$ cat src/hw/rtl/pfcs_pkg.sv
// Shared types, register map and microcode program of the PLL frequency change sequencer.
package pfcs_pkg;

    localparam int S_TDATA_W = 24;
    localparam int M_TDATA_W = 32;

    localparam int DIV_BITS = 48;
    localparam logic [DIV_BITS-1:0] FILTER_NUM = 48'd226492416000000;
    localparam logic [5:0] NUM_TOP = 6'(DIV_BITS - 1);

    localparam logic [21:0] KHZ_MIN = 22'd100000;
    localparam logic [21:0] KHZ_MAX = 22'd2400000;
    localparam logic [21:0] KHZ_DIV2 = 22'd800000;
    localparam logic [21:0] KHZ_DIV4 = 22'd400000;
    localparam logic [21:0] KHZ_DIV8 = 22'd200000;

    localparam logic [10:0] REG_DIV = 11'h232;
    localparam logic [10:0] REG_LPF_EN = 11'h2A8;
    localparam logic [10:0] REG_LPF_CNT = 11'h2AE;
    localparam logic [10:0] REG_LPF_HI_L = 11'h2A4;
    localparam logic [10:0] REG_LPF_HI_H = 11'h2A6;
    localparam logic [10:0] REG_LPF_CTRL = 11'h2B0;
    localparam logic [10:0] REG_LPF_DIR = 11'h2B2;
    localparam logic [10:0] REG_LPF_LO_L = 11'h2A0;
    localparam logic [10:0] REG_LPF_LO_H = 11'h2A2;

    localparam logic [15:0] LPF_CNT_VAL = 16'h000F;
    localparam logic [15:0] LPF_DIR_VAL = 16'h1000;

    localparam logic [3:0] DIV_CODE_RESET = 4'd1;
    localparam logic [1:0] STEP_MAX = 2'd3;
    localparam logic [1:0] STEP_LAST = 2'd2;

    typedef enum logic [1:0] {
        WM_PLAIN  = 2'd0,
        WM_OR     = 2'd1,
        WM_NIBBLE = 2'd2
    } wmode_t;

    typedef enum logic [2:0] {
        DS_CONST,
        DS_LPF_LO,
        DS_LPF_HI,
        DS_PEND_LO,
        DS_PEND_HI,
        DS_DIV_UP,
        DS_DIV_DOWN
    } dsel_t;

    typedef enum logic [1:0] {
        LS_NO,
        LS_YES,
        LS_NO_HALVE,
        LS_DOWN_END
    } lsel_t;

    typedef enum logic [3:0] {
        ACT_NONE,
        ACT_SETUP,
        ACT_DIV_STEP,
        ACT_DOUBLE,
        ACT_HALVE,
        ACT_COMMIT_UP,
        ACT_ARM,
        ACT_DOWN_INIT,
        ACT_COMMIT_DOWN
    } act_t;

    typedef enum logic [2:0] {
        JC_NEXT,
        JC_ALWAYS,
        JC_DIV_BUSY,
        JC_UP_DONE,
        JC_DOWN_DONE,
        JC_NOT_GO,
        JC_END
    } jc_t;

    typedef logic [4:0] pc_t;

    localparam pc_t PC_REQ = 5'd0;
    localparam pc_t PC_STAT = 5'd11;

    typedef struct packed {
        logic        emit;
        logic [10:0] idx;
        dsel_t       dsel;
        logic [15:0] cdata;
        wmode_t      mode;
        lsel_t       lsel;
        act_t        act;
        jc_t         jc;
        pc_t         target;
    } ctrl_word_t;

    // Microcode: a request runs from PC_REQ, a status item from PC_STAT.
    function automatic ctrl_word_t rom_word(input pc_t pc);
        ctrl_word_t w;
        w = '{1'b0, 11'd0, DS_CONST, 16'd0, WM_PLAIN, LS_NO, ACT_NONE, JC_END, PC_REQ};
        unique case (pc)
            5'd0:  w = '{1'b0, 11'd0, DS_CONST, 16'd0, WM_PLAIN, LS_NO,
                         ACT_SETUP, JC_NEXT, PC_REQ};
            5'd1:  w = '{1'b0, 11'd0, DS_CONST, 16'd0, WM_PLAIN, LS_NO,
                         ACT_DIV_STEP, JC_DIV_BUSY, 5'd1};
            5'd2:  w = '{1'b0, 11'd0, DS_CONST, 16'd0, WM_PLAIN, LS_NO,
                         ACT_NONE, JC_UP_DONE, 5'd4};
            5'd3:  w = '{1'b1, REG_DIV, DS_DIV_UP, 16'd0, WM_NIBBLE, LS_NO,
                         ACT_DOUBLE, JC_ALWAYS, 5'd2};
            5'd4:  w = '{1'b1, REG_LPF_EN, DS_CONST, 16'h0000, WM_PLAIN, LS_NO,
                         ACT_COMMIT_UP, JC_NEXT, PC_REQ};
            5'd5:  w = '{1'b1, REG_LPF_CNT, DS_CONST, LPF_CNT_VAL, WM_PLAIN, LS_NO,
                         ACT_NONE, JC_NEXT, PC_REQ};
            5'd6:  w = '{1'b1, REG_LPF_HI_L, DS_LPF_LO, 16'd0, WM_PLAIN, LS_NO,
                         ACT_NONE, JC_NEXT, PC_REQ};
            5'd7:  w = '{1'b1, REG_LPF_HI_H, DS_LPF_HI, 16'd0, WM_PLAIN, LS_NO,
                         ACT_NONE, JC_NEXT, PC_REQ};
            5'd8:  w = '{1'b1, REG_LPF_CTRL, DS_CONST, 16'h0001, WM_PLAIN, LS_NO,
                         ACT_NONE, JC_NEXT, PC_REQ};
            5'd9:  w = '{1'b1, REG_LPF_DIR, DS_CONST, LPF_DIR_VAL, WM_OR, LS_NO,
                         ACT_NONE, JC_NEXT, PC_REQ};
            5'd10: w = '{1'b1, REG_LPF_EN, DS_CONST, 16'h0001, WM_PLAIN, LS_YES,
                         ACT_ARM, JC_END, PC_REQ};
            5'd11: w = '{1'b0, 11'd0, DS_CONST, 16'd0, WM_PLAIN, LS_NO,
                         ACT_DOWN_INIT, JC_NOT_GO, PC_REQ};
            5'd12: w = '{1'b1, REG_LPF_LO_L, DS_PEND_LO, 16'd0, WM_PLAIN, LS_NO,
                         ACT_NONE, JC_NEXT, PC_REQ};
            5'd13: w = '{1'b1, REG_LPF_LO_H, DS_PEND_HI, 16'd0, WM_PLAIN, LS_NO_HALVE,
                         ACT_NONE, JC_NEXT, PC_REQ};
            5'd14: w = '{1'b0, 11'd0, DS_CONST, 16'd0, WM_PLAIN, LS_NO,
                         ACT_NONE, JC_DOWN_DONE, 5'd16};
            5'd15: w = '{1'b1, REG_DIV, DS_DIV_DOWN, 16'd0, WM_NIBBLE, LS_DOWN_END,
                         ACT_HALVE, JC_ALWAYS, 5'd14};
            5'd16: w = '{1'b0, 11'd0, DS_CONST, 16'd0, WM_PLAIN, LS_NO,
                         ACT_COMMIT_DOWN, JC_END, PC_REQ};
            default: w = '{1'b0, 11'd0, DS_CONST, 16'd0, WM_PLAIN, LS_NO,
                           ACT_NONE, JC_END, PC_REQ};
        endcase
        return w;
    endfunction

endpackage

$ cat src/hw/rtl/pll_frequency_change_sequencer_core.sv
// PLL frequency change sequencer: microcoded control over a small datapath and serial divider.
//
// Input channel (s_*): one transfer per item. s_tuser is the item kind: 0 carries a
// target CPU clock in kHz (s_tdata[21:0]), 1 carries a loop filter status read whose
// done flag is s_tdata[22]. The block works on one item at a time; s_tready is high
// whenever no item is in progress.
// Result channel (m_*): one transfer per PLL register write, m_tlast marks the final
// write caused by an item. A status item that finds no armed filter, or done low,
// causes no transfer.
// Steps: a request runs a setup step, a restoring division over the 48 numerator bits
// (one quotient bit a cycle, 432e6 * 2^19 over the scaled rate), a test and a write per
// doubling step (up to three) with a final test, then seven filter writes. A status item
// runs a test step that ends it when it writes nothing, else two filter writes, a test and
// a write per halving step (up to three) with a final test, and a commit step.
// The divider loop sets the request rate; the write steps set the status rate.
// Stalls: each write sits in the output register until taken; the program step that
// emits holds until the register is free, and a finished result never blocks the
// next input transfer.
// Reset: the divider shadow returns to code 1 (divide by two), no filter is armed,
// the output register empties and the program counter idles.
module pll_frequency_change_sequencer_core (
    input  logic                            aclk,
    input  logic                            aresetn,
    input  logic                            s_tvalid,
    output logic                            s_tready,
    input  logic [pfcs_pkg::S_TDATA_W-1:0]  s_tdata,   // [21:0] target_khz, [22] done_bit
    input  logic                            s_tuser,   // [0] kind
    output logic                            m_tvalid,
    input  logic                            m_tready,
    output logic [pfcs_pkg::M_TDATA_W-1:0]  m_tdata,   // [10:0] reg_index, [26:11] reg_data,
                                                       // [28:27] write_mode
    output logic                            m_tlast
);
    import pfcs_pkg::*;

    // Control state
    logic       busy_reg, busy_next;
    pc_t        pc_reg, pc_next;
    logic       m_valid_reg, m_valid_next;
    logic [3:0] cur_div_reg, cur_div_next;
    logic       waiting_reg, waiting_next;
    logic [3:0] pend_div_reg, pend_div_next;
    logic [22:0] pend_lpf_reg, pend_lpf_next;

    // Datapath
    logic [21:0] target_reg, target_next;
    logic        done_reg, done_next;
    logic [27:0] rate_reg, rate_next;
    logic [4:0]  div_reg, div_next;
    logic [4:0]  tmp_reg, tmp_next;
    logic [1:0]  steps_reg, steps_next;
    logic [5:0]  cnt_reg, cnt_next;
    logic [27:0] rem_reg, rem_next;
    logic [22:0] quot_reg, quot_next;
    logic [M_TDATA_W-1:0] m_data_reg, m_data_next;
    logic        m_last_reg, m_last_next;

    // Step decode and helpers
    ctrl_word_t  word;
    logic        s_accept;
    logic        out_free;
    logic        retire;
    logic        out_load;
    logic        jump;
    logic [4:0]  cur_div;
    logic [4:0]  pend_div;
    logic [4:0]  tmp_up;
    logic [4:0]  tmp_dn;
    logic [21:0] t_in;
    logic [21:0] t_clamped;
    logic [31:0] t_ext;
    logic [31:0] t_x1000;
    logic [27:0] rate_base;
    logic [1:0]  rate_sh;
    logic [4:0]  div_sel;
    logic [28:0] rem_sh;
    logic [28:0] rem_diff;
    logic        q_bit;
    logic [15:0] w_data;
    logic        w_last;

    assign word      = rom_word(pc_reg);
    assign s_tready  = !busy_reg;
    assign s_accept  = s_tvalid && !busy_reg;
    assign out_free  = !m_valid_reg || m_tready;
    assign retire    = busy_reg && (!word.emit || out_free);
    assign out_load  = retire && word.emit;
    assign cur_div   = {1'b0, cur_div_reg} + 5'd1;
    assign pend_div  = {1'b0, pend_div_reg} + 5'd1;
    assign tmp_up    = {tmp_reg[3:0], 1'b0};
    assign tmp_dn    = {1'b0, tmp_reg[4:1]};

    assign m_tvalid = m_valid_reg;
    assign m_tdata  = m_data_reg;
    assign m_tlast  = m_last_reg;

    // Clamp the request at the input
    always_comb begin
        t_in = s_tdata[21:0];
        if (t_in < KHZ_MIN) begin
            t_clamped = KHZ_MIN;
        end else if (t_in > KHZ_MAX) begin
            t_clamped = KHZ_MAX;
        end else begin
            t_clamped = t_in;
        end
    end

    // Post-divider and scaled rate: ((t * 1000) / 16) * div / 2
    always_comb begin
        t_ext   = {10'd0, target_reg};
        t_x1000 = (t_ext << 10) - (t_ext << 4) - (t_ext << 3);
        rate_base = t_x1000[31:4];
        if (target_reg >= KHZ_DIV2) begin
            div_sel = 5'd2;
            rate_sh = 2'd0;
        end else if (target_reg >= KHZ_DIV4) begin
            div_sel = 5'd4;
            rate_sh = 2'd1;
        end else if (target_reg >= KHZ_DIV8) begin
            div_sel = 5'd8;
            rate_sh = 2'd2;
        end else begin
            div_sel = 5'd16;
            rate_sh = 2'd3;
        end
    end

    // One restoring division step
    always_comb begin
        rem_sh   = {rem_reg, FILTER_NUM[NUM_TOP - cnt_reg]};
        rem_diff = rem_sh - {1'b0, rate_reg};
        q_bit    = (rem_sh >= {1'b0, rate_reg});
    end

    // Write data and last flag for the current step
    always_comb begin
        case (word.dsel)
            DS_CONST:    w_data = word.cdata;
            DS_LPF_LO:   w_data = quot_reg[15:0];
            DS_LPF_HI:   w_data = {9'd0, quot_reg[22:16]};
            DS_PEND_LO:  w_data = pend_lpf_reg[15:0];
            DS_PEND_HI:  w_data = {9'd0, pend_lpf_reg[22:16]};
            DS_DIV_UP:   w_data = {12'd0, 4'(tmp_up - 5'd1)};
            DS_DIV_DOWN: w_data = {12'd0, 4'(tmp_dn - 5'd1)};
            default:     w_data = word.cdata;
        endcase
        case (word.lsel)
            LS_NO:       w_last = 1'b0;
            LS_YES:      w_last = 1'b1;
            LS_NO_HALVE: w_last = (pend_div >= cur_div);
            LS_DOWN_END: w_last = (tmp_dn == pend_div) || (steps_reg == STEP_LAST);
            default:     w_last = 1'b0;
        endcase
    end

    // Jump condition
    always_comb begin
        unique case (word.jc)
            JC_NEXT:      jump = 1'b0;
            JC_ALWAYS:    jump = 1'b1;
            JC_DIV_BUSY:  jump = (cnt_reg != NUM_TOP);
            JC_UP_DONE:   jump = (div_reg <= cur_div) || (tmp_reg == div_reg)
                                 || (steps_reg == STEP_MAX);
            JC_DOWN_DONE: jump = (pend_div >= cur_div) || (tmp_reg == pend_div)
                                 || (steps_reg == STEP_MAX);
            JC_NOT_GO:    jump = !(waiting_reg && done_reg);
            JC_END:       jump = 1'b1;
            default:      jump = 1'b1;
        endcase
    end

    // Sequencer: next state of every register
    always_comb begin
        busy_next     = busy_reg;
        pc_next       = pc_reg;
        m_valid_next  = m_valid_reg;
        cur_div_next  = cur_div_reg;
        waiting_next  = waiting_reg;
        pend_div_next = pend_div_reg;
        pend_lpf_next = pend_lpf_reg;
        target_next   = target_reg;
        done_next     = done_reg;
        rate_next     = rate_reg;
        div_next      = div_reg;
        tmp_next      = tmp_reg;
        steps_next    = steps_reg;
        cnt_next      = cnt_reg;
        rem_next      = rem_reg;
        quot_next     = quot_reg;
        m_data_next   = m_data_reg;
        m_last_next   = m_last_reg;

        if (m_valid_reg && m_tready) begin
            m_valid_next = 1'b0;
        end

        if (s_accept) begin
            busy_next   = 1'b1;
            pc_next     = s_tuser ? PC_STAT : PC_REQ;
            target_next = t_clamped;
            done_next   = s_tdata[22];
        end

        if (out_load) begin
            m_valid_next = 1'b1;
            m_data_next  = {3'd0, word.mode, w_data, word.idx};
            m_last_next  = w_last;
        end

        if (retire) begin
            case (word.act)
                ACT_SETUP: begin
                    rate_next  = rate_base << rate_sh;
                    div_next   = div_sel;
                    tmp_next   = cur_div;
                    steps_next = 2'd0;
                    cnt_next   = 6'd0;
                    rem_next   = 28'd0;
                    quot_next  = 23'd0;
                end
                ACT_DIV_STEP: begin
                    rem_next  = q_bit ? rem_diff[27:0] : rem_sh[27:0];
                    quot_next = {quot_reg[21:0], q_bit};
                    cnt_next  = cnt_reg + 6'd1;
                end
                ACT_DOUBLE: begin
                    tmp_next   = tmp_up;
                    steps_next = steps_reg + 2'd1;
                end
                ACT_HALVE: begin
                    tmp_next   = tmp_dn;
                    steps_next = steps_reg + 2'd1;
                end
                ACT_COMMIT_UP: begin
                    if (div_reg > cur_div) begin
                        cur_div_next = 4'(div_reg - 5'd1);
                    end
                end
                ACT_ARM: begin
                    pend_div_next = 4'(div_reg - 5'd1);
                    pend_lpf_next = quot_reg;
                    waiting_next  = 1'b1;
                end
                ACT_DOWN_INIT: begin
                    tmp_next   = cur_div;
                    steps_next = 2'd0;
                end
                ACT_COMMIT_DOWN: begin
                    if (pend_div < cur_div) begin
                        cur_div_next = pend_div_reg;
                    end
                    waiting_next = 1'b0;
                end
                default: ;
            endcase

            if (word.jc == JC_END || word.jc == JC_NOT_GO) begin
                if (jump) begin
                    busy_next = 1'b0;
                end else begin
                    pc_next = pc_reg + 5'd1;
                end
            end else if (jump) begin
                pc_next = word.target;
            end else begin
                pc_next = pc_reg + 5'd1;
            end
        end
    end

    // Control registers
    always_ff @(posedge aclk) begin
        if (!aresetn) begin
            busy_reg     <= 1'b0;
            pc_reg       <= PC_REQ;
            m_valid_reg  <= 1'b0;
            cur_div_reg  <= DIV_CODE_RESET;
            waiting_reg  <= 1'b0;
            pend_div_reg <= 4'd0;
            pend_lpf_reg <= 23'd0;
        end else begin
            busy_reg     <= busy_next;
            pc_reg       <= pc_next;
            m_valid_reg  <= m_valid_next;
            cur_div_reg  <= cur_div_next;
            waiting_reg  <= waiting_next;
            pend_div_reg <= pend_div_next;
            pend_lpf_reg <= pend_lpf_next;
        end
    end

    // Datapath registers
    always_ff @(posedge aclk) begin
        target_reg <= target_next;
        done_reg   <= done_next;
        rate_reg   <= rate_next;
        div_reg    <= div_next;
        tmp_reg    <= tmp_next;
        steps_reg  <= steps_next;
        cnt_reg    <= cnt_next;
        rem_reg    <= rem_next;
        quot_reg   <= quot_next;
        m_data_reg <= m_data_next;
        m_last_reg <= m_last_next;
    end

`ifndef ASSERT_OFF
    a_shadow_code: assert property (@(posedge aclk) disable iff (!aresetn)
        cur_div_reg == 4'd1 || cur_div_reg == 4'd3 || cur_div_reg == 4'd7
        || cur_div_reg == 4'd15)
        else $error("divider shadow left the power-of-two codes");

    a_pending_code: assert property (@(posedge aclk) disable iff (!aresetn)
        waiting_reg |-> (pend_div_reg == 4'd1 || pend_div_reg == 4'd3
        || pend_div_reg == 4'd7 || pend_div_reg == 4'd15))
        else $error("armed filter holds a bad divider code");

    a_no_emit_idle: assert property (@(posedge aclk) disable iff (!aresetn)
        !busy_reg |-> !out_load)
        else $error("write emitted while sequencer idle");

    a_arm_after_div: assert property (@(posedge aclk) disable iff (!aresetn)
        (retire && word.act == ACT_ARM) |-> cnt_reg == 6'(DIV_BITS))
        else $error("filter armed before division finished");
`endif

endmodule

$ cat config.mk
export PLATFORM = sky130hd
export DESIGN_NAME = pll_frequency_change_sequencer_core
export DESIGN_NICKNAME = d
export VERILOG_FILES = /design/src/hw/rtl/pfcs_pkg.sv /design/src/hw/rtl/pll_frequency_change_sequencer_core.sv
export SDC_FILE = /design/constraint.sdc
export NUM_CORES = 1
export LEC_CHECK = 0
export ABC_AREA = 1
export BUFFER_PORTS_ARGS = -buffer_cell sky130_fd_sc_hd__buf_2
export CAP_MARGIN = 20
export CORE_ASPECT_RATIO = 0.8
export CORE_MARGIN = 10
export CORE_UTILIZATION = 50
export CTS_CLUSTER_DIAMETER = 30
export DETAILED_ROUTE_END_ITERATION = 8
export HOLD_SLACK_MARGIN = 0.03
export PLACE_DENSITY = 0.7
export SYNTH_ARGS = -nofsm -noshare
export SYNTH_HDL_FRONTEND = slang
export SYNTH_SLANG_ARGS = --single-unit
$ cat constraint.sdc
create_clock -name aclk -period 4.3 [get_ports aclk]
set_input_delay 0.43 -clock aclk [delete_from_list [all_inputs] [get_ports aclk]]
set_output_delay 0.43 -clock aclk [all_outputs]
set_load 0.02 [all_outputs]
# == Word-level counts from Yosys, hierarchy flattened ==
# Memories as Yosys holds them, arrays and structs flattened. A register that Yosys moved wholly into a read port is not among the register bits.
# Cells that the tools add are included.
# totals
ram_bits,0
word_cells,145
mem_bits_ro,1088
output_inout_bits,35
latch_bits,0
inputBits,29
reg_bits,189
memories,2
# op_classes
shift,1
add_sub_neg,12
n_div,0
n_mul,0
bitwise,0
n_eq_ne,30
n_mux,33
n_lt_le_gt_ge,11
reduce_logical,36
# memory_table
name,depth,word_bits,read_ports,rd_clocked_by_memory_dff,wr,line,text
(name not given),32,32,1,1,0,pfcs_pkg.sv:100,unique case (pc)
(name not given),64,1,1,0,0,pll_frequency_change_sequencer_core.sv:131,"rem_sh = {rem_reg, FILTER_NUM[NUM_TOP - cnt_reg]};"
# op_table
cell,n
16-bit one-hot mux with 6 select lines,1
28-bit one-hot mux with 2 select lines,1
23-bit one-hot mux with 2 select lines,1
5-bit 2-to-1 mux,7
32-bit by 25-bit subtractor with 32-bit output,1
32-bit by 26-bit subtractor with 32-bit output,1
29-bit by 28-bit greater-or-equal comparator with 1-bit output,1
28-bit 2-to-1 mux,1
28-bit by 2-bit << shifter with 28-bit output,1
28-bit subtractor,1
"22-bit by 18-bit greater-or-equal comparator with 1-bit output, second input constant",1
"22-bit by 19-bit greater-or-equal comparator with 1-bit output, second input constant",1
"22-bit by 20-bit greater-or-equal comparator with 1-bit output, second input constant",1
"22-bit greater-than comparator, second input constant",1
"22-bit by 17-bit less-than comparator with 1-bit output, second input constant",1
22-bit 2-to-1 mux,1
"3-bit == test, second input constant",6
"4-bit by 3-bit == test with 1-bit output, second input constant",4
5-bit one-hot mux with 3 select lines,1
"3-bit by 2-bit == test with 1-bit output, second input constant",4
4-bit 2-to-1 mux,3
6-bit one-hot mux with 2 select lines,1
2-bit AND reduction,6
"4-bit by 1-bit subtractor with 4-bit output, second input constant",3
37 further kinds,73

# == Longest topological paths before layout ==
# Gate-level depths: netlist of the first run.
# logic_depth
depth_word,9
depth_mapped,24
mapped_depth_nobuf,24

# == Least setup slack after synthesis of the first run ==
# OpenSTA, ideal clock, no wires.
# synth_path
path_type,register to register
start,register word[11] (netlist name)
end,"register cnt_reg[0], enable pin"
setup_time_ns,0.491
arrival_time_ns,3.597
path_stages_with_launch,6
required_ns,3.809
path_slack_ns,0.212
path_cell_list,dfxtp_1 nor2_1 inv_1 nor2_1 inv_2 a21oi_1
# synth_via
elab_chain_len,3
elab_cells_between_ends,4
# synth_rtl
element,line,text
4-bit by 2-bit == test with 1-bit output / 4-bit by 1-bit == test with 1-bit output (equally long branches),pll_frequency_change_sequencer_core.sv:212,case (word.act)
2-bit nonzero test (no source line) (*),--,
2-bit AND reduction (no source line) (*),--,
"end signal, assigned",pll_frequency_change_sequencer_core.sv:301,cnt_reg <= cnt_next;
"end, declared",pll_frequency_change_sequencer_core.sv:52,"logic [5:0] cnt_reg, cnt_next;"
# Every way passes the cells marked *; elsewhere a longest branch is shown, timed or not.
# A chain may end at the register's enable or synchronous reset.

# == Worst setup path after layout of the first run ==
# layout_path
start,register pend_div_reg[0]
end,register word[39] (netlist name)
# layout_via
elab_chain_len,9
elab_cells_between_ends,11
# layout_rtl
element,line,text
"start, declared",pll_frequency_change_sequencer_core.sv:42,"logic [3:0] pend_div_reg, pend_div_next;"
"start signal, assigned",pll_frequency_change_sequencer_core.sv:288,pend_div_reg <= pend_div_next;
4-bit by 1-bit adder with 5-bit output (*),pll_frequency_change_sequencer_core.sv:89,"assign pend_div = {1'b0, pend_div_reg} + 5'd1;"
5-bit greater-or-equal comparator / 5-bit == test (equally long branches),pll_frequency_change_sequencer_core.sv:165,JC_DOWN_DONE: jump = (pend_div >= cur_div) || (tmp_reg == pend_div)
1-bit logical OR (*),pll_frequency_change_sequencer_core.sv:165,
1-bit logical OR (*),pll_frequency_change_sequencer_core.sv:166,|| (steps_reg == STEP_MAX);
1-bit one-hot mux with 5 select lines (*),pll_frequency_change_sequencer_core.sv:159,unique case (word.jc)
"5-bit 2-to-1 mux, on equally long branches","pll_frequency_change_sequencer_core.sv:264, pll_frequency_change_sequencer_core.sv:259",
5-bit 2-to-1 mux (*),pll_frequency_change_sequencer_core.sv:258,if (word.jc == JC_END || word.jc == JC_NOT_GO) begin
5-bit 2-to-1 mux (*),pll_frequency_change_sequencer_core.sv:211,if (retire) begin
5-bit 2-to-1 mux (no source line) (*),--,
# Marks and branches as above.

==> results of run 1 <==
-- layer usage --
layer | vias to the layer above | global-route usage | part of all wire
met2 | 307 | 0.277 | 0.43
li1 | 5738 | - | -
met3 | 34 | 0.0338 | 0.058
met4 | 0 | 0.0532 | 0.018
met5 | - | 0 | 0
met1 | 5216 | 0.258 | 0.50
-- worst max path at each step --
stage                                            start                         to  slack, ns  depth (start not counted)
after CTS                     cnt_reg[0]$_SDFFCE_PN0P_  rem_reg[22]$_SDFFCE_PN0P_       0.64                         17
after global routing          cnt_reg[0]$_SDFFCE_PN0P_  rem_reg[22]$_SDFFCE_PN0P_       0.33                         17
after global placement        cnt_reg[0]$_SDFFCE_PN0P_  rem_reg[22]$_SDFFCE_PN0P_       0.73                         17
final                     pend_div_reg[0]$_SDFFE_PN0P_        word[39]$_SDFF_PP0_       0.64                         22
after detailed placement      cnt_reg[0]$_SDFFCE_PN0P_  rem_reg[22]$_SDFFCE_PN0P_       0.66                         17
after floorplan                    word[11]$_SDFF_PP0_   cnt_reg[0]$_SDFFCE_PN0P_       0.21                          5
-- layout by cell type, fill, tap and decap left out, types with 6 or more instances in the layout --
cell       instances
a21o_1             6
inv_1            228
fa_1              16
a31oi_1           16
o21bai_1           7
nor2_2             7
buf_4             12
o22ai_1           15
or2_2              7
dfxtp_1           65
clkbuf_1           6
clkbuf_16         43
xnor2_1           34
nor2_1           136
nand2_1          268
nor4_1             7
nor3_1            20
nand2_2           14
ha_1             114
conb_1             7
a21oi_1          132
xor2_1            28
o21ai_0          142
o21ai_1           14
a21oi_2            9
o211ai_1           9
clkinv_1           6
nand4_1           19
edfxtp_1         144
buf_2             55
clkinv_2           7
nand3_1           71
-- area by class of cell --
type | count | area (µm²) | share of cell area
well taps | 364 | 455 | 0.0286
clock buffers | 50 | 1110 | 0.0698
clock inverters | 27 | 304 | 0.0191
inverters | 236 | 891 | 0.0559
flip-flops and latches | 209 | 5630 | 0.353
multi-input cells | 1165 | 7130 | 0.447
repair buffers | 69 | 413 | 0.0259
-- through the flow --
stage | worst slack [ns] | instance area [µm²] | util | cells
2_1_floorplan | 0.212 | 13900 | - | 1657
3_3_place_gp | 0.728 | 14500 | 0.531 | 2042
3_5_place_dp | 0.656 | 14500 | 0.531 | 2042
4_1_cts | 0.645 | 15900 | 0.583 | 2119
5_1_grt | 0.326 | 15900 | 0.584 | 2120
6_report | 0.637 | 15900 | 0.584 | 2120
-- where the power goes --
group / total, mW / switching, mW / internal (mW)
Combinational: 2.36 / 1.55 / 0.812
Clock: 3.22 / 1.06 / 2.16
Sequential: 2.66 / 0.153 / 2.51
-- worst max-delay path: stages (launching register included) --
cell      delay (ns)
dfxtp_1         0.56
ha_1            0.25
nand3_1         0.14
inv_1           0.14
ha_1            0.27
inv_1           0.07
o21bai_1        0.07
nor2_1          0.14
nand4_1         0.10
nand2_1         0.08
nand2_2         0.06
nand2_4         0.10
nand2_4         0.09
o21ai_1         0.21
nor2_1          0.09
nor2_2          0.32
ha_1            0.28
inv_1           0.09
a21oi_1         0.17
nand2_1         0.14
nand2_1         0.09
nand2_1         0.08
nand2_1         0.07
-- logic make-up after synthesis --
logic type | Yosys count
AND/OR/NAND/NOR | 569
AO/OA/AOI/OAI | 392
buffers and inverters | 283
flip-flops | 209
adder cells (fa/ha/maj) | 130
XOR/XNOR | 62
multiplexers | 5
other | 1
==> metrics.csv, run 1 <==
stage,metric,value,unit
status,status,"finished, final reports clean",
min_path,hold depth,1,
floorplan,initial core utilization,0.507,
logic_synthesis,"Seq/Total Area, Yosys",0.406,
clocking,clock net sink count,209,
logic_synthesis,dominant synthesized flop cell,edfxtp_1,
logic_synthesis,fraction of the mapped netlist area in compound gates,0.161,
cells_and_area,fill cell total of the finished layout,2481,
global_routing,Tot GR Track Use,0.182,
logic_synthesis,cells after synthesis,1651,
timing,final clock skew,0.0205,ns
timing,setup tns final,0,ns
routing,Initial DRC Count,800,
placed_design,RePlAce Congestion,0.922,
setup_path,Worst R2R Start,pend_div_reg[0]$_SDFFE_PN0P_,
power_and_ir_drop,leakage power,7.00,nW
logic_synthesis,Post-Synth Adder-Cell Area,0.126,
power_and_ir_drop,Worst IR Drop VDD,344,µV
placed_design,port bufs,55,
routing,Residual DRC,0,
floorplan,Core Rows,54,
logic_synthesis,post-synthesis simple-gate area fraction,0.182,
cells_and_area,area added between synthesis and finish,15.1,%
floorplan,Ports,64,
setup_path,CP Capture Type,register,
power_and_ir_drop,Tot Pwr,8.24,mW
power_and_ir_drop,Power Dens Cells,517,mW/mm²
clocking,CTS tree,done,
setup_path,WP data arrival,4.13,ns
routing,drt first pass iters,7,
logic_synthesis,most area-consuming cells after synthesis,"edfxtp_1 31%, ha_1 10%, dfxtp_1 9.4%",
clocking,worst-skew pair later-pin latency,0.53,ns
logic_synthesis,Post-synth ARST share,0,
logic_synthesis,synth warn,0,
logic_synthesis,"area leader, netlist",edfxtp_1,
timing,Hold Fails Final Rpt,0,
logic_synthesis,main combinational cell family by area after synthesis,simple AND/OR/NAND/NOR gates,
clocking,CTS Buf Count,42,
clocking,Hold Buf Count CTS,0,
routing,routed vias/inst,5.33,
timing,minimum clock period,3.66,ns
floorplan,full die area,0.0348,mm²
floorplan,Horiz. Die Dim,206,µm
routing,routed wire length,32000,µm
routing,drt wl/cell,15.1,µm
global_routing,first-pass GRT wire length,53000,µm
timing,Worst-Margin Slew,1.02,ns
clocking,Post-CTS Setup Inserts,0,
setup_path,R2R depth,22,
cells_and_area,share of layout cells above drive strength 1,0.114,
clocking,H-tree depth,2,
timing,Slew HR,0.315,
logic_synthesis,synth cell count leaders,"268 x nand2_1, 228 x inv_1, 144 x edfxtp_1, 142 x o21ai_0, 137 x nor2_1",
logic_synthesis,"count leader, synth",nand2_1,
timing,Max Fclk,273,MHz
logic_synthesis,"EDFF count, synth",144,
timing,fin crit share,0.852,
cells_and_area,Nets,1882,
setup_path,Reg-to-Reg End,word[39]$_SDFF_PP0_,
floorplan,Die H,169,µm
cells_and_area,Antenna Cells,0,
setup_path,critical path class,reg -> reg,
floorplan,core footprint,0.0273,mm²
clocking,clock root buffer,clkbuf_16,
setup_path,Setup crit start kind,register,
run,# Max-Cap Violations,0,
timing,# setup viols final,0,
logic_synthesis,Post-Synth XOR/XNOR Area,0.0392,
clocking,clock transition at the registers of the reported paths,0.05,ns
min_path,Hold Startpoint,s_tdata[22],
logic_synthesis,"Distinct cells, synth",60,
timing,Max Slew Vio Count,0,
logic_synthesis,post-synth design cell area,0.0138,mm²
setup_path,Max Fanout on Critical Path,9,
timing,worst hold margin,0.101,ns
routing,ANT nets after route,0,
min_path,Min-Delay Endpoint,done_reg$_DFFE_PP_,
setup_path,CP required,4.76,ns
logic_synthesis,Synth Area per Inst,8.38,µm²
global_routing,initial antenna violation count,0,
placed_design,DP Wirelength,24000,µm
setup_path,R2R Setup Slk,0.64,ns
global_routing,vias in the first global route,10830,
timing,RSZ-0062 raised after global routing,false,
routing,vias,11295,
clocking,cts repair resizes,0,
clocking,clock buffer depth,3,
logic_synthesis,share of the synthesized area in the top cell type,0.312,
global_routing,total gr overflow,0,
min_path,Hold/Removal Path Class,in -> reg,
logic_synthesis,multiplexer share of the synthesized area,0.00362,
global_routing,pin count of the biggest net entering global routing,54,
logic_synthesis,"flops & latches, synth",209,
No activity file was read; power rests on OpenSTA's default activity.
==> run 2, diff against run 1 <==
==> constraint.sdc (replaced) <==
create_clock -name aclk -period 3.25 [get_ports aclk]
set_input_delay 0.325 -clock aclk [delete_from_list [all_inputs] [get_ports aclk]]
set_output_delay 0.325 -clock aclk [all_outputs]
set_load 0.02 [all_outputs]
==> metrics.csv, run 2 (synthesized netlist as in run 1, its figures left out) <==
stage,metric,value,unit,change
setup_path,Setup crit start kind,register,,unchanged
cells_and_area,share of layout cells above drive strength 1,0.178,,was 0.114
routing,routed vias/inst,5.35,,was 5.33
clocking,CTS Buf Count,38,,was 42
timing,Slew HR,0.283,,was 0.315
placed_design,DP Cell Count,2098,,"was 2,042"
routing,Residual DRC,0,,unchanged
cells_and_area,register area,0.00563,mm²,about the same
routing,ANT nets after route,0,,unchanged
timing,# setup viols final,0,,unchanged
setup_path,R2R depth,16,,was 22
floorplan,full die area,0.0348,mm²,unchanged
clocking,CTS tree,done,,unchanged
timing,RSZ-0062 raised after global routing,true,,was false
floorplan,Core Rows,54,,unchanged
timing,Max Fclk,310,MHz,was 273 MHz
routing,drt wl/cell,15.1,µm,about the same
cells_and_area,multi-input logic area,0.00741,mm²,was 0.00713 mm²
power_and_ir_drop,clock power share,0.363,,was 0.391
floorplan,initial core utilization,0.507,,unchanged
run,# Max-Cap Violations,0,,unchanged
timing,Worst-Margin Slew,1.07,ns,was 1.02 ns
setup_path,Crit. Startpoint,cnt_reg[5]$_SDFFCE_PN0P_,,was pend_div_reg[0]$_SDFFE_PN0P_
power_and_ir_drop,leakage power,7.28,nW,was 7.00 nW
routing,drt first pass iters,5,,was 7
global_routing,pin count of the biggest net entering global routing,58,,was 54
floorplan,Horiz. Die Dim,206,µm,unchanged
timing,minimum clock period,3.22,ns,was 3.66 ns
setup_path,WP data arrival,3.48,ns,was 4.13 ns
clocking,clock transition at the registers of the reported paths,0.05,ns,about the same
setup_path,Reg-to-Reg End,rem_reg[22]$_SDFFCE_PN0P_,,was word[39]$_SDFF_PP0_
global_routing,vias in the first global route,11129,,"was 10,830"
cells_and_area,Antenna Cells,0,,unchanged
cells_and_area,most frequent cells in the layout,"266 x nand2_1, 217 x inv_1, 144 x edfxtp_1",,"was 268 x nand2_1, 228 x inv_1, 144 x edfxtp_1"
placed_design,RePlAce Congestion,0.893,,was 0.922
routing,Initial DRC Count,968,,was 800
cells_and_area,"most common cell after layout, fill and taps aside",nand2_1,,unchanged
clocking,worst-skew pair later-pin latency,0.52,ns,was 0.53 ns
floorplan,Die H,169,µm,unchanged
setup_path,R2R Setup Slk,0.03,ns,was 0.64 ns
power_and_ir_drop,Power Dens Cells,664,mW/mm²,was 517 mW/mm²
clocking,H-tree depth,2,,unchanged
global_routing,first-pass GRT wire length,53800,µm,"was 53,000 µm"
cells_and_area,area added between synthesis and finish,20.1,%,was 15.1%
timing,Max Slew Vio Count,0,,unchanged
power_and_ir_drop,Worst IR Drop VDD,378,µV,was 344 µV
clocking,clock net sink count,209,,unchanged
setup_path,CP Capture Type,register,,unchanged
clocking,clock root buffer,clkbuf_16,,unchanged
cells_and_area,Post-Layout Cell Count,2176,,"was 2,120"
setup_path,Worst R2R Start,cnt_reg[5]$_SDFFCE_PN0P_,,was pend_div_reg[0]$_SDFFE_PN0P_
global_routing,initial antenna violation count,0,,unchanged
floorplan,core footprint,0.0273,mm²,unchanged
timing,worst hold margin,0.133,ns,was 0.101 ns
global_routing,Tot GR Track Use,0.184,,was 0.182
power_and_ir_drop,Combinational Power Share,0.320,,was 0.286
setup_path,critical path class,reg -> reg,,unchanged
routing,routed wire length,33000,µm,"was 32,000 µm"
power_and_ir_drop,switch share,0.340,,was 0.336
placed_design,port bufs,55,,unchanged
power_and_ir_drop,internal power,7.28,mW,was 5.48 mW
status,status,"finished, final reports clean",,unchanged
placed_design,DP Wirelength,24300,µm,"was 24,000 µm"
power_and_ir_drop,sequential share of power,0.318,,was 0.323
timing,Hold Fails Final Rpt,0,,unchanged
power_and_ir_drop,Switching Power,3.76,mW,was 2.77 mW
routing,vias,11649,,"was 11,295"
timing,final clock skew,0.0341,ns,was 0.0205 ns
timing,fin crit share,0.992,,was 0.852
cells_and_area,Nets,1946,,"was 1,882"
setup_path,CP endpoint,rem_reg[22]$_SDFFCE_PN0P_,,was word[39]$_SDFF_PP0_
setup_path,Max Fanout on Critical Path,4,,was 9
cells_and_area,fill cell total of the finished layout,2326,,"was 2,481"
floorplan,Ports,64,,unchanged
global_routing,total gr overflow,0,,unchanged
setup_path,CP required,3.50,ns,was 4.76 ns
min_path,Hold/Removal Path Class,in -> reg,,unchanged
clocking,clock buffer depth,3,,unchanged
## run 2: cell types whose count changed in the layout (fill, tap and decap cells not counted), sizes merged
cell | before | now
buf | 69 | 134
clkbuf | 50 | 41
clkinv | 15 | 9
clkinvlp | 3 | 4
dlygate4sd3 | 0 | 2
inv | 240 | 243
## run 2: critical path, cell delays in order (launching register included)
cell      delay, ns
edfxtp_1       0.43
ha_4           0.28
nor4_4         0.30
a31oi_2        0.09
ha_2           0.23
fa_2           0.38
nor2_2         0.10
a211oi_2       0.05
o21bai_1       0.18
nand2_1        0.12
nand2_4        0.11
a31oi_4        0.12
o21bai_2       0.19
nand4_1        0.11
nand2_1        0.10
xnor2_1        0.11
a21oi_1        0.08
## run 2: timing repair
action | CTS | global route
setup buffers | 0 | 10
setup endpoints to repair | 5 | 58
pin swaps | 2 | 30
hold buffers | 2 | 0
endpoints found under the hold margin | 2 | 0
cloned | 0 | 1
gates resized for setup | 4 | 80
## run 2: per-layer routing
metal  vias up  wire, µm  share of wire  track usage
li1       5867         -              -            -
met1      5352     15800           0.48        0.265
met2       370     14400           0.44        0.277
met3        60      2040          0.062       0.0340
met4         0       689          0.021       0.0507
met5         -         0              0            0
## run 2: how the worst min path moves through the flow
stage,from,endpoint,slack (ns),cells past startpoint
floorplan,word[36]$_SDFF_PP0_,m_tdata[1]$_DFFE_PP_,0.39,0
global placement,word[38]$_SDFF_PP0_,m_tdata[3]$_DFFE_PP_,0.39,0
detailed placement,word[38]$_SDFF_PP0_,m_tdata[3]$_DFFE_PP_,0.39,0
CTS,s_tdata[10],target_reg[10]$_SDFFCE_PP1P_,0.11,2
global route,s_tdata[10],target_reg[10]$_SDFFCE_PP1P_,0.14,2
finish,s_tdata[10],target_reg[10]$_SDFFCE_PP1P_,0.13,2
## run 2: cell type report
class,count,area share
clock buffer,40,0.0602
tap,364,0.0274
timing repair buffer,137,0.0569
multi-input combinational,1165,0.446
inverter,236,0.0536
clock inverter,25,0.0179
sequential,209,0.338
## run 2: power by group through the flow
stage	sequential, mW	combinational (mW)	clock, mW
after detailed placement	3.55	3.25	0
after global placement	3.54	3.20	0
after global routing	3.54	3.96	4.18
after CTS	3.50	3.28	4.07
final	3.51	3.53	4.01
after floorplan	3.53	2.35	0
## run 2: metrics by stage
step | utilization | setup slack, ns | area [µm²] | power [mW] | TNS (ns)
2_1_floorplan | - | 0.0909 | 13900 | 5.89 | 0
3_5_place_dp | 0.546 | -0.119 | 14900 | 6.79 | -0.340
6_report | 0.609 | 0.0256 | 16600 | 11.0 | 0
4_1_cts | 0.595 | 0.00293 | 16200 | 10.9 | 0
3_3_place_gp | 0.546 | -0.0196 | 14900 | 6.73 | -0.0196
5_1_grt | 0.609 | -0.151 | 16600 | 11.7 | -0.401
==> run 3, diff against run 2 <==
--- a/config.mk
+++ b/config.mk
@@ -5,7 +5,6 @@
 export SDC_FILE = /design/constraint.sdc
 export NUM_CORES = 1
 export LEC_CHECK = 0
-export ABC_AREA = 1
 export BUFFER_PORTS_ARGS = -buffer_cell sky130_fd_sc_hd__buf_2
 export CAP_MARGIN = 20
 export CORE_ASPECT_RATIO = 0.8
==> metrics.csv, run 3 <==
stage,metric,value,unit,change
logic_synthesis,Post-Synth XOR/XNOR Area,0.0498,,was 0.0392
logic_synthesis,"Distinct cells, synth",85,,was 60
routing,Residual DRC,0,,unchanged
floorplan,initial core utilization,0.511,,was 0.507
logic_synthesis,"area leader, netlist",edfxtp_1,,unchanged
timing,Hold Fails Final Rpt,0,,unchanged
setup_path,CP required,3.66,ns,was 3.50 ns
floorplan,Horiz. Die Dim,207,µm,was 206 µm
global_routing,Tot GR Track Use,0.199,,was 0.184
logic_synthesis,Post-Synth Adder-Cell Area,0.127,,was 0.126
power_and_ir_drop,sequential share of power,0.280,,was 0.318
setup_path,Max Fanout on Critical Path,5,,was 4
clocking,clock net sink count,209,,unchanged
setup_path,critical path class,reg -> reg,,unchanged
clocking,clock buffer depth,3,,unchanged
routing,vias,11955,,"was 11,649"
setup_path,Worst R2R Start,cnt_reg[1]$_SDFFCE_PN0P_,,was cnt_reg[5]$_SDFFCE_PN0P_
global_routing,grt met3 use,0.0338,,was 0.0340
logic_synthesis,synth cell count leaders,"144 x edfxtp_1, 128 x nor2_1, 121 x nand2_1, 114 x ha_1, 97 x a21oi_1",,"was 268 x nand2_1, 228 x inv_1, 144 x edfxtp_1, 142 x o21ai_0, 137 x nor2_1"
placed_design,area post-placement,0.0161,mm²,was 0.0149 mm²
clocking,CTS tree,done,,unchanged
placed_design,port bufs,55,,unchanged
clocking,H-tree depth,2,,unchanged
cells_and_area,"most common cell after layout, fill and taps aside",buf_4,,was nand2_1
cells_and_area,share of layout cells above drive strength 1,0.339,,was 0.178
cells_and_area,area added between synthesis and finish,37.4,%,was 20.1%
power_and_ir_drop,internal power,8.29,mW,was 7.28 mW
setup_path,"slowest stage cell, crit path",edfxtp_1,,unchanged
logic_synthesis,"count leader, synth",edfxtp_1,,was nand2_1
timing,final clock skew,0.0202,ns,was 0.0341 ns
routing,drt first pass iters,5,,unchanged
placed_design,pre-CTS WS,-0.355,ns,was -0.119 ns
timing,RSZ-0062 raised after global routing,true,,unchanged
global_routing,GR peak layer,met2,,unchanged
timing,fin crit share,1.16,,was 0.992
floorplan,Core Rows,54,,unchanged
setup_path,Setup crit start kind,register,,unchanged
floorplan,Ports,64,,unchanged
power_and_ir_drop,clock power share,0.352,,was 0.363
timing,minimum clock period,3.78,ns,was 3.22 ns
global_routing,initial antenna violation count,0,,unchanged
power_and_ir_drop,switch share,0.336,,was 0.340
logic_synthesis,"flops & latches, synth",209,,unchanged
logic_synthesis,fraction of the mapped netlist area in compound gates,0.155,,was 0.161
placed_design,DP Wirelength,24900,µm,"was 24,300 µm"
clocking,CTS Buf Count,41,,was 38
routing,routed vias/inst,5.59,,was 5.35
setup_path,Crit path max-delay family,simple AND/OR/NAND/NOR gates,,was adder cells
timing,worst hold margin,0.0858,ns,was 0.133 ns
power_and_ir_drop,leakage power,8.11,nW,was 7.28 nW
global_routing,M2 GR Usage,0.328,,was 0.277
timing,Worst-Margin Slew,0.787,ns,was 1.07 ns
global_routing,total gr overflow,0,,unchanged
cells_and_area,Antenna Cells,0,,unchanged
logic_synthesis,Post-synth ARST share,0,,unchanged
power_and_ir_drop,Switching Power,4.19,mW,was 3.76 mW
routing,Initial DRC Count,952,,was 968
clocking,worst-skew pair later-pin latency,0.54,ns,was 0.52 ns
global_routing,vias in the first global route,11936,,"was 11,129"
setup_path,CP max stage delay,0.46,ns,was 0.43 ns
timing,fin worst setup slack,-0.525,ns,was 0.0256 ns
setup_path,WP data arrival,4.18,ns,was 3.48 ns
logic_synthesis,"Seq/Total Area, Yosys",0.400,,was 0.406
routing,drt wl/cell,17.8,µm,was 15.1 µm
min_path,Hold Startpoint,s_tdata[10],,unchanged
clocking,clock root buffer,clkbuf_16,,unchanged
logic_synthesis,"EDFF count, synth",144,,unchanged
timing,Max Slew Vio Count,0,,unchanged
setup_path,Crit. Startpoint,cnt_reg[1]$_SDFFCE_PN0P_,,was cnt_reg[5]$_SDFFCE_PN0P_
status,failing checks,negative setup slack,,
power_and_ir_drop,Combinational Power Share,0.368,,was 0.320
floorplan,Die H,170,µm,was 169 µm
cells_and_area,design area,0.0193,mm²,was 0.0166 mm²
logic_synthesis,post-synthesis simple-gate area fraction,0.153,,was 0.182
timing,Max Fclk,265,MHz,was 310 MHz
power_and_ir_drop,Power Dens Cells,646,mW/mm²,was 664 mW/mm²
global_routing,pin count of the biggest net entering global routing,58,,unchanged
run,# Max-Cap Violations,0,,unchanged
logic_synthesis,share of the synthesized area in the top cell type,0.308,,was 0.312
min_path,Hold/Removal Path Class,in -> reg,,unchanged
logic_synthesis,dominant synthesized flop cell,edfxtp_1,,unchanged
power_and_ir_drop,Worst IR Drop VDD,462,µV,was 378 µV
timing,Slew HR,0.471,,was 0.283
logic_synthesis,most area-consuming cells after synthesis,"edfxtp_1 31%, ha_1 10%, dfxtp_1 9.3%",,"was edfxtp_1 31%, ha_1 10%, dfxtp_1 9.4%"
logic_synthesis,multiplexer share of the synthesized area,0.0654,,was 0.00362
logic_synthesis,Synth Area per Inst,9.76,µm²,was 8.38 µm²
setup_path,Bufs and invs on worst path,1,,was 0
setup_path,CP Cell Sequence,ha_2 -> mux2_4 -> a32oi_2 -> o21ai_2 -> ha_2 -> and4b_1 -> nand3_1 -> nor4_1 -> nand4_1 -> nand2_1 -> a21o_1 -> o41ai_4 -> buf_4 -> or4_1 -> nand2_1,,was ha_4 -> nor4_4 -> a31oi_2 -> ha_2 -> fa_2 -> nor2_2 -> a211oi_2 -> o21bai_1 -> nand2_1 -> nand2_4 -> a31oi_4 -> o21bai_2 -> nand4_1 -> nand2_1 -> xnor2_1 -> a21oi_1
logic_synthesis,post-synth design cell area,0.0140,mm²,was 0.0138 mm²
logic_synthesis,synth warn,0,,unchanged
setup_path,CP Capture Type,register,,unchanged
floorplan,full die area,0.0352,mm²,was 0.0348 mm²
placed_design,RePlAce Congestion,0.904,,was 0.893
global_routing,first-pass GRT wire length,59600,µm,"was 53,800 µm"
routing,routed wire length,38000,µm,"was 33,000 µm"
cells_and_area,fill cell total of the finished layout,1891,,"was 2,326"
routing,ANT nets after route,0,,unchanged
floorplan,core footprint,0.0275,mm²,was 0.0273 mm²
cells_and_area,Nets,1900,,"was 1,946"
cells_and_area,most frequent cells in the layout,"223 x buf_4, 144 x edfxtp_1, 122 x nor2_1",,"was 266 x nand2_1, 217 x inv_1, 144 x edfxtp_1"
logic_synthesis,main combinational cell family by area after synthesis,compound AO/OA/AOI/OAI gates,,was simple AND/OR/NAND/NOR gates
logic_synthesis,cells after synthesis,1440,,"was 1,651"
status,status,"complete, but fails checks",,"was finished, final reports clean"
timing,# setup viols final,48,,was 0
clocking,clock transition at the registers of the reported paths,0.05,ns,about the same
global_routing,Global Route met1 Usage,0.268,,was 0.265
[run 3: power by group through the flow]
stage / clock network, mW / registers (mW) / logic [mW]
after global routing: 4.58 / 3.53 / 4.99
after CTS: 4.44 / 3.49 / 4.11
final: 4.39 / 3.50 / 4.59
after global placement: 0 / 3.52 / 3.56
after floorplan: 0 / 3.48 / 2.54
after detailed placement: 0 / 3.53 / 3.64
[run 3: stage by stage]
stage / utilization / power [mW] / std cells / TNS, ns
6_report: 0.702 / 12.5 / 2138 / -13.57
5_1_grt: 0.702 / 13.1 / 2138 / -20.58
4_1_cts: 0.672 / 12.0 / 2107 / -5.81
3_5_place_dp: 0.587 / 7.17 / 1987 / -12.08
3_3_place_gp: 0.587 / 7.08 / 1987 / -7.83
2_1_floorplan: - / 6.02 / 1446 / -0.418
[run 3: path summary, 6_finish.rpt]
kind / end / depth (start not counted) / slack [ns]
min: target_reg[10]$_SDFFCE_PP1P_ / 2 / 0.09
max: rem_reg[25]$_SDFFCE_PN0P_ / 15 / -0.53
max reg2reg: rem_reg[25]$_SDFFCE_PN0P_ / 15 / -0.53
min reg2reg: m_tdata[3]$_DFFE_PP_ / 0 / 0.40
[run 3: logic make-up after synthesis]
| family | Yosys count |
|---|---|
| mux | 87 |
| other cells | 1 |
| fa+ha+maj | 133 |
| xor+xnor | 79 |
| buf+inv | 165 |
| simple gates | 441 |
| compound gates | 325 |
| flops | 209 |
[run 3: layout make-up]
cell class                      count  area (µm²)  share of cell area
Timing Repair Buffer              318        2470               0.128
Clock buffer                       44        1070              0.0554
Inverter                           99         393              0.0204
Clock inverter                     32         384              0.0199
Multi-Input combinational cell   1072        8890               0.461
Tap cell                          364         455              0.0236
Sequential cell                   209        5630               0.292
[run 3: repair_timing]
action | CTS | global route
cloned | 2 | 1
pin swaps | 83 | 81
endpoints found under the hold margin | 2 | 0
setup buffers | 41 | 35
hold buffers | 2 | 0
endpoints found under the setup margin | 63 | 79
resized for setup | 109 | 128
[run 3: routing by layer]
layer,vias to the layer above,wire length (µm),share of wire
met5,-,0,0
met4,0,767,0.020
met2,389,17700,0.47
met3,66,2170,0.057
li1,5768,-,-
met1,5732,17400,0.46
